==> src/rtl/bksf_pkg.sv <==
// ----------------------------------------------------------------------------
// bksf_pkg
// Shared types and constants of the knot span finder.
// ----------------------------------------------------------------------------
`default_nettype none

package bksf_pkg;

  localparam int MAX_KNOTS_DEF  = 64;
  localparam int KNOT_WIDTH_DEF = 32;

  localparam int SPAN_W   = 6;
  localparam int STATUS_W = 2;
  localparam int DEGREE_W = 4;

  localparam logic [DEGREE_W-1:0] DEGREE_RESET = 4'd3;

  localparam logic CMD_INSERT = 1'b0;
  localparam logic CMD_FIND   = 1'b1;

  typedef enum logic [STATUS_W-1:0] {
    STAT_FOUND    = 2'd0,
    STAT_INSERTED = 2'd1,
    STAT_FULL     = 2'd2,
    STAT_FEW      = 2'd3
  } status_t;

  // query token flags handed from cell to cell
  typedef struct packed {
    logic valid;
    logic found;
    logic low;
  } tok_flags_t;

endpackage

`default_nettype wire

==> src/rtl/bksf_cell.sv <==
// ----------------------------------------------------------------------------
// bksf_cell
// One knot slot: sorted insert against its lower neighbour, and one stage
// of the query token that walks the row.
// ----------------------------------------------------------------------------
`default_nettype none

module bksf_cell #(
  parameter int KnotWidth = bksf_pkg::KNOT_WIDTH_DEF,
  parameter int IdxW      = 6,
  parameter int CntW      = 7,
  parameter int CellIdx   = 0
) (
  input  wire logic                          clk,
  input  wire logic                          rst,
  input  wire logic [CntW-1:0]               count,
  input  wire logic [bksf_pkg::DEGREE_W-1:0] degree,
  input  wire logic                          ins_en,
  input  wire logic signed [KnotWidth-1:0]   ins_value,
  input  wire logic signed [KnotWidth-1:0]   prev_knot,
  input  wire logic                          prev_shift,
  output logic signed [KnotWidth-1:0]        knot,
  output logic                               shift,
  input  wire bksf_pkg::tok_flags_t          tok_in,
  input  wire logic signed [KnotWidth-1:0]   u_in,
  input  wire logic [IdxW-1:0]               span_in,
  output bksf_pkg::tok_flags_t               tok_out,
  output logic signed [KnotWidth-1:0]        u_out,
  output logic [IdxW-1:0]                    span_out
);
  import bksf_pkg::*;

  localparam logic [IdxW-1:0] MY_IDX = IdxW'(CellIdx);

  logic occupied;
  logic at_end;
  logic is_degree;
  logic le_u;

  assign occupied  = (CellIdx < int'(count));
  assign at_end    = (CellIdx == int'(count));
  assign is_degree = (CellIdx == int'(degree));
  assign shift     = occupied && (knot >= ins_value);
  assign le_u      = occupied && (knot <= u_in);

  // entries not less than the new knot move up one place
  always_ff @(posedge clk) begin
    if (ins_en) begin
      if (prev_shift) begin
        knot <= prev_knot;
      end else if (shift || at_end) begin
        knot <= ins_value;
      end
    end
  end

  always_ff @(posedge clk) begin
    if (rst) begin
      tok_out <= '0;
    end else begin
      tok_out.valid <= tok_in.valid;
      tok_out.found <= tok_in.found | le_u;
      tok_out.low   <= tok_in.low | (is_degree && (knot >= u_in));
    end
  end

  always_ff @(posedge clk) begin
    u_out    <= u_in;
    span_out <= le_u ? MY_IDX : span_in;
  end

endmodule

`default_nettype wire

==> config.mk <==
export PLATFORM = sky130hd
export DESIGN_NAME = bksf_cell
export DESIGN_NICKNAME = d
export VERILOG_FILES = /design/src/rtl/bksf_pkg.sv /design/src/rtl/bksf_cell.sv
export SDC_FILE = /design/constraint.sdc
export NUM_CORES = 1
export LEC_CHECK = 0
export BUFFER_PORTS_ARGS = -buffer_cell sky130_fd_sc_hd__buf_2
export CAP_MARGIN = 15
export CORE_ASPECT_RATIO = 0.7
export CORE_MARGIN = 3
export CORE_UTILIZATION = 51
export CTS_BUF_LIST = sky130_fd_sc_hd__clkbuf_2 sky130_fd_sc_hd__clkbuf_4 sky130_fd_sc_hd__clkbuf_8
export DETAILED_ROUTE_END_ITERATION = 10
export PLACE_DENSITY = 0.86
export SKIP_LAST_GASP = 1
export SLEW_MARGIN = 20
export SYNTH_ARGS = -nofsm -noshare
export SYNTH_HDL_FRONTEND = slang
export SYNTH_SLANG_ARGS = --single-unit
export TNS_END_PERCENT = 1
==> constraint.sdc <==
create_clock -name clk -period 9.45 [get_ports clk]
set_clock_uncertainty 0.2 [all_clocks]
set_input_delay 0.945 -clock clk [delete_from_list [all_inputs] [get_ports clk]]
set_output_delay 0.945 -clock clk [all_outputs]
set_load 0.02 [all_outputs]
; ---- Word-level counts from Yosys, hierarchy flattened
; Index checks and enable logic that the tools add are counted.
[classes]
n_lt_le_gt_ge = 4
muxes = 2
n_bitwise = 2
reduce_logical = 8
[op_table]
columns = op, count
row1 = $ge 32x32->1, 2
row2 = $mux 32, 2
row3 = $le 32x32->1, 1
row4 = $logic_not 7->1, 1
row5 = $lt 1x7->1 const A, 1
row6 = $logic_not 4->1, 1
row7 = $logic_and 1x1->1, 3
row8 = $or 1x1->1, 2
row9 = $reduce_and 2->1, 1
row10 = $reduce_bool 2->1, 1
row11 = $logic_or 1x1->1, 1
[word_totals]
register_bits = 73
input_bits = 120
word_cells = 22

; ---- Depth between registers and ports, before layout
; Gate-level depths: netlist (run 1).
[logic_depth]
depth_word = 5
ltp_mapped = 8
ltp_nobuf = 8

; ---- Least setup slack after synthesis (run 1)
; Ideal clock, no wire load.
[synth_timing]
path_type = input to output
from = input ins_value[5]
to = output shift
arrival_time_ns = 2.634
path_slack_ns = 5.671
stages = 8
path_cell_list = inv_1 > ha_1 > a21o_1 > a21oi_1 > nor2b_1 > o311a_1 > o21ba_1 > nor3_1
[synth_between]
elab_chain_cells = 2
[synth_rtl]
columns = element, line_no
row1 = start: declaration, bksf_cell.sv:19  ; input wire logic signed [KnotWidth-1:0] ins_value,
row2 = $ge 32x32->1, bksf_cell.sv:43  ; assign shift = occupied && (knot >= ins_value);
row3 = $logic_and 1x1->1, bksf_cell.sv:43
row4 = end: declaration, bksf_cell.sv:23  ; output logic shift,
; No other way between the ends.

; ---- Final worst setup path (run 1)
[layout_timing]
from = input ins_value[31]
to = output shift
; Same word-level chain as after synthesis.

==> results.toml, run 1 <==
[status]
outcome = "completed"

[worst_hold_path]
hold_depth = 1
min_from = "u_in[10]"
whs_endpoint = "u_out[10]"
holdCritPathClass = "in2reg"

[global_routing]
groute.usage.overall = 0.246
antenna_found_initial = 0
grt_overflow = 0
grt_pass1_wl_um = 17000
grt_pass1_vias = 3469
grt_max_degree = 66

[critical_path]
timing.rr.start = "knot[31]"
r2r_cells = 8
worstPathRequired_ps = 8310
critical_path_class = "in2out"
rrSetupSlack_ps = 5920
startpoint_type = "input pin"
cp-end-kind = "output pin"
worstReg2RegEnd = "knot[13]"
arrival_ps = 2940
crit_fanout = 6

[yosys]
synth-edff-count = 32
yosysUniqueCellTypes = 39
syn_area_um2 = 3920
synthFlopType = "dfxtp_1"
synthesis.nets = 576
synthTopCellsByArea = "edfxtp_1 (25%), dfxtp_1 (21%), ha_1 (20%)"
seq_area_frac_synth = 0.455
netlist.area_leader.share = 0.245
synthCells = 392
async_flop_share = 0
synth.avg_cell_area_um2 = 9.99
synth_seq_cells = 73
yosys.area.top_type = "edfxtp_1"
yosys_warnings = 0

[timing]
worst_slew_pin_slew_ps = 994
fmax_ghz = 0.245
hold_violations = 0
setup_viol = 0
drv_slew = 0
fin_hold_ws_ps = 509
slew_headroom = 0.337
min_period_over_period = 0.432
setup_tns_ps = 0
rsz0062_at_grt = "false"
fin_crit_ps = 4080

[clock_tree]
post_cts_buffers = 0
clk_latency_ps = 350
path_clk_slew_ps = 70
cts_htree_levels = 3
cts_buffers = 9
clock-sinks = 73
clock_path_buffers = 2
cts_tree = "yes"
clockRootBuffer = "clkbuf_8"
cts_resized = 0
cts_hold_buffers = 0

[placed_design]
port_buffers = 193
placed_area_um2 = 4980
dp_cells = 677
hpwlAfterDp_um = 9020
finalWeightedCongestion = 0.848

[route]
drt_iter0_drc = 170
first_pass_iters = 4
dr_total_vias = 3548
drc = 0
drt-total-wl_um = 10900
final_antenna_net_count = 0
viasPerCell = 5.12
post_drt_wl_per_cell_um = 15.8

[finish]
drive_above_1_share = 0.371
diodes = 0
final_area_um2 = 5180
finalNonFillerCells = 693
fillers = 606
nNetsFinal = 774
area_growth_syn_to_layout_pct = 32.3

[floorplan]
ios = 194
die_w_um = 111
dieArea_um2 = 8780
core_area_um2 = 7380
start_util = 0.530
die_y_um = 79.3
row_count = 26

[pwr]
pwr_density_cell_nw_per_um2 = 158
p_leak_nw = 2.76
power_mw = 0.820
peakVddDrop_uv = 119

[job]
drv_cap = 0
## sequential cells by signal (all words and copies together), names as in the netlist
signal,flops
tok_out,3
knot,32
u_out,32
span_out,6
## Yosys cell counts, types with 2 or more instances
| master | count |
|---|---|
| and2_1 | 6 |
| a21oi_1 | 25 |
| dfxtp_1 | 41 |
| nand2_1 | 38 |
| a211oi_1 | 2 |
| edfxtp_1 | 32 |
| inv_1 | 64 |
| or4_4 | 2 |
| o21ai_0 | 32 |
| a21o_1 | 11 |
| nor4_1 | 5 |
| nand4_1 | 16 |
| nor2b_1 | 5 |
| nand3_1 | 7 |
| ha_1 | 64 |
| o211ai_1 | 3 |
| nor3_1 | 3 |
| nor2_1 | 7 |
| o21ai_1 | 3 |
| clkbuf_1 | 7 |
## worst max-delay path by stage
stage	start	to	depth (start not counted)
floorplan	ins_value[5]	shift	8
global placement	ins_value[31]	shift	9
detailed placement	ins_value[31]	knot[9]	9
CTS	ins_value[31]	shift	9
global route	ins_value[31]	shift	9
finish	ins_value[31]	shift	9
## worst max-delay path, cell delays in order
cell and delay [ps]:
buf_2 80, inv_1 60, ha_1 370, nand4_1 180, nor4_1 550, o311a_1 330
nor4_1 70, nor3_1 160, buf_2 200
## final cells by class
type,count,area [um2],share of cell area
Clock buffer,10,138,0.0266
Clock inverter,6,56.3,0.0109
Inverter,64,240,0.0464
Multi-Input combinational cell,248,1870,0.360
Sequential cell,73,1780,0.344
Tap cell,98,123,0.0237
Timing Repair Buffer,194,973,0.188
## layer usage
| layer | share of wire | routed length [um] | vias up | GRT usage |
|---|---|---|---|---|
| met5 | 0 | 0 | - | 0 |
| met4 | 0.016 | 179 | 0 | 0.0763 |
| met3 | 0.078 | 848 | 15 | 0.0838 |
| met2 | 0.47 | 5100 | 154 | 0.407 |
| met1 | 0.44 | 4800 | 1597 | 0.306 |
| li1 | - | - | 1782 | - |
## power by group
part / total, mW / switching (mW) / internal (mW)
clock network: 0.242 / 0.115 / 0.127
logic: 0.203 / 0.121 / 0.0821
registers: 0.375 / 0.0158 / 0.360
## cell usage in the layout, fill, tap and decap left out, types with 2 or more instances in the layout
master	netlist	layout
a211oi_1	2	2
a21o_1	11	11
a21oi_1	25	25
and2_1	6	6
buf_2	0	193
clkbuf_8	0	10
clkinv_2	0	4
dfxtp_1	41	41
edfxtp_1	32	32
ha_1	64	64
inv_1	64	64
nand2_1	38	38
nand3_1	7	7
nand4_1	16	16
nor2_1	7	7
nor2b_1	5	5
nor3_1	3	3
nor4_1	5	5
o211ai_1	3	3
o21ai_0	32	32
o21ai_1	3	3
or4_4	2	2
## logic make-up (layout without fill, tap and decap cells)
| logic type | count (synthesis) | in the layout | share of synthesized area |
|---|---|---|---|
| AOI/OAI and AO/OA | 88 | 88 | 0.142 |
| adders and majority gates | 64 | 64 | 0.205 |
| buffers and inverters | 71 | 274 | 0.0681 |
| DFF | 73 | 73 | 0.455 |
| muxes | 1 | 1 | 0.00288 |
| and+or+nand+nor | 95 | 95 | 0.128 |
## per-stage QoR
step,worst slack [ps],util
5_1_grt,5160,0.701
3_5_place_dp,5270,0.675
2_1_floorplan,5670,-
3_3_place_gp,5410,0.675
4_1_cts,5340,0.701
6_report,5370,0.701
No activity file was read; power rests on OpenSTA's default activity.
==> inputs of run 2 (changes only) <==
CORE_UTILIZATION = 43   (was 51)
PLACE_DENSITY = 0.77   (was 0.86)
clock period = 3.6 ns   (was 9.45 ns; I/O delays follow)
==> run 2 against run 1 <==
Clock-buffer cell count is 1 higher; largest power group unchanged; setup slack worse by 4900 ps; critical path type is now reg2out; non-clock buffer count is 42 higher; sequential share of layout area is 2.9 points lower.
==> results.toml, run 2 (synthesized netlist as in run 1, its figures left out) <==
[global_routing]
grt_pass1_wl_um = 18200
groute.usage.overall = 0.230
grt_max_degree = 64
antenna_found_initial = 0
grt_overflow = 0
grt_pass1_vias = 3760

[critical_path]
arrival_ps = 2530
startpoint_type = "register"
path_common_cell = "nor4_1"
worstPathCellList = "ha_1 > nand4_1 > nor4_1 > buf_4 > o311a_1 > nor4_1 > nor3_1 > buf_2"
critical_path_class = "reg2out"
crit_fanout = 6
cp-end-kind = "output pin"
slowest_delay_ps = 460
cp_slowest_cell = "edfxtp_1"
worstPathRequired_ps = 3040

[route]
dr_total_vias = 3725
drc = 0
post_drt_wl_per_cell_um = 15.6
first_pass_iters = 4
viasPerCell = 4.92
final_antenna_net_count = 0
drt-total-wl_um = 11800
drt_iter0_drc = 165

[clock_tree]
clockRootBuffer = "clkbuf_8"
clock-sinks = 73
cts_tree = "yes"
path_clk_slew_ps = 70
clk_latency_ps = 350
cts_htree_levels = 3
clock_path_buffers = 2
cts_buffers = 9
post_cts_buffers = 0

[timing]
setup_tns_ps = 0
drv_slew = 0
min_period_over_period = 0.860
fin_crit_ps = 3090
hold_violations = 0
rsz0062_at_grt = "false"
setup_slack_ps = 505
fmax_ghz = 0.323
slew_headroom = 0.632
setup_viol = 0
worst_slew_pin_slew_ps = 551

[finish]
diodes = 0
nNetsFinal = 816
fillers = 706
largestRegisters = "knot: 32 flops, u_out: 32 flops, span_out: 6 flops"
seqCellArea_um2 = 1780
final_common_cell = "buf_2"
drive_above_1_share = 0.353
area_growth_syn_to_layout_pct = 44.2
layout_common_cells = "buf_2 (193), inv_1 (64), ha_1 (64), dfxtp_1 (41)"
multi_input_area_um2 = 1870

[floorplan]
die_w_um = 120
start_util = 0.452
core_area_um2 = 8650
ios = 194
row_count = 28
dieArea_um2 = 10300
die_y_um = 85.8

[pwr]
pwr_density_cell_nw_per_um2 = 403
clkPwrFrac = 0.317
swShare = 0.295
power_frac_comb = 0.249
peakVddDrop_uv = 281
p_switching_mw = 0.671
intPower_mw = 1.60
seqPwrFrac = 0.434
p_leak_nw = 2.95

[placed_design]
port_buffers = 193
place_worst_setup_slack_ps = 690
finalWeightedCongestion = 0.840
hpwlAfterDp_um = 9080

[status]
outcome = "completed"

[job]
drv_cap = 0

[worst_hold_path]
holdCritPathClass = "in2reg"
[run 2: cell type report]
| type | count | area share |
|---|---|---|
| clock buffer | 11 | 0.0257 |
| clock inverter | 5 | 0.0140 |
| inverter | 64 | 0.0425 |
| multi-input combinational | 248 | 0.331 |
| sequential | 73 | 0.316 |
| tap | 120 | 0.0266 |
| timing repair buffer | 236 | 0.245 |
[run 2: metrics by stage]
stage / area [um2] / hold WS, ps / std cells / power (mW) / utilization
floorplan: 3920 / 188 / 392 / 1.31 / -
global placement: 5040 / 278 / 703 / 1.52 / 0.583
detailed placement: 5040 / 278 / 703 / 1.54 / 0.583
CTS: 5650 / 2.28 / 757 / 2.29 / 0.653
global route: 5650 / 7.88 / 757 / 2.40 / 0.653
finish: 5650 / 31.6 / 757 / 2.27 / 0.653
[run 2: path summary, 6_finish.rpt]
check,cells past startpoint,end,slack [ps],start
worst max-delay path,8,shift,510,knot[31]
worst min-delay path,2,tok_out[1],30,rst
worst max register to register,8,knot[18],730,knot[5]
worst min register to register,4,tok_out[0],750,knot[31]
[run 2: power groups by stage]
stage | Combinational, mW | Clock, mW | Sequential (mW)
after CTS | 0.567 | 0.738 | 0.985
after global routing | 0.632 | 0.769 | 0.994
after detailed placement | 0.533 | 0 | 1.00
after floorplan | 0.235 | 0 | 1.08
after global placement | 0.515 | 0 | 1.00
final | 0.567 | 0.720 | 0.987
[run 2: repair_timing]
item,4_1_cts,5_1_grt
endpoints found under the hold margin,38,0
gates resized for setup,0,0
hold buffers,38,0
[run 2: critical path, delay by kind of cell (launching register included)]
kind                     cells  cell delay, ps
buffers and inverters        2             390
adder cells (fa/ha/maj)      1             400
AND/OR/NAND/NOR              4             730
AO/OA/AOI/OAI                1             210
flip-flops                   1             460
[run 2: per-layer routing]
metal	up-vias	track usage	routed length (um)
li1	1867	-	-
met2	170	0.387	5490
met4	0	0.0696	183
met1	1670	0.288	5160
met3	18	0.0692	1010
met5	-	0	0
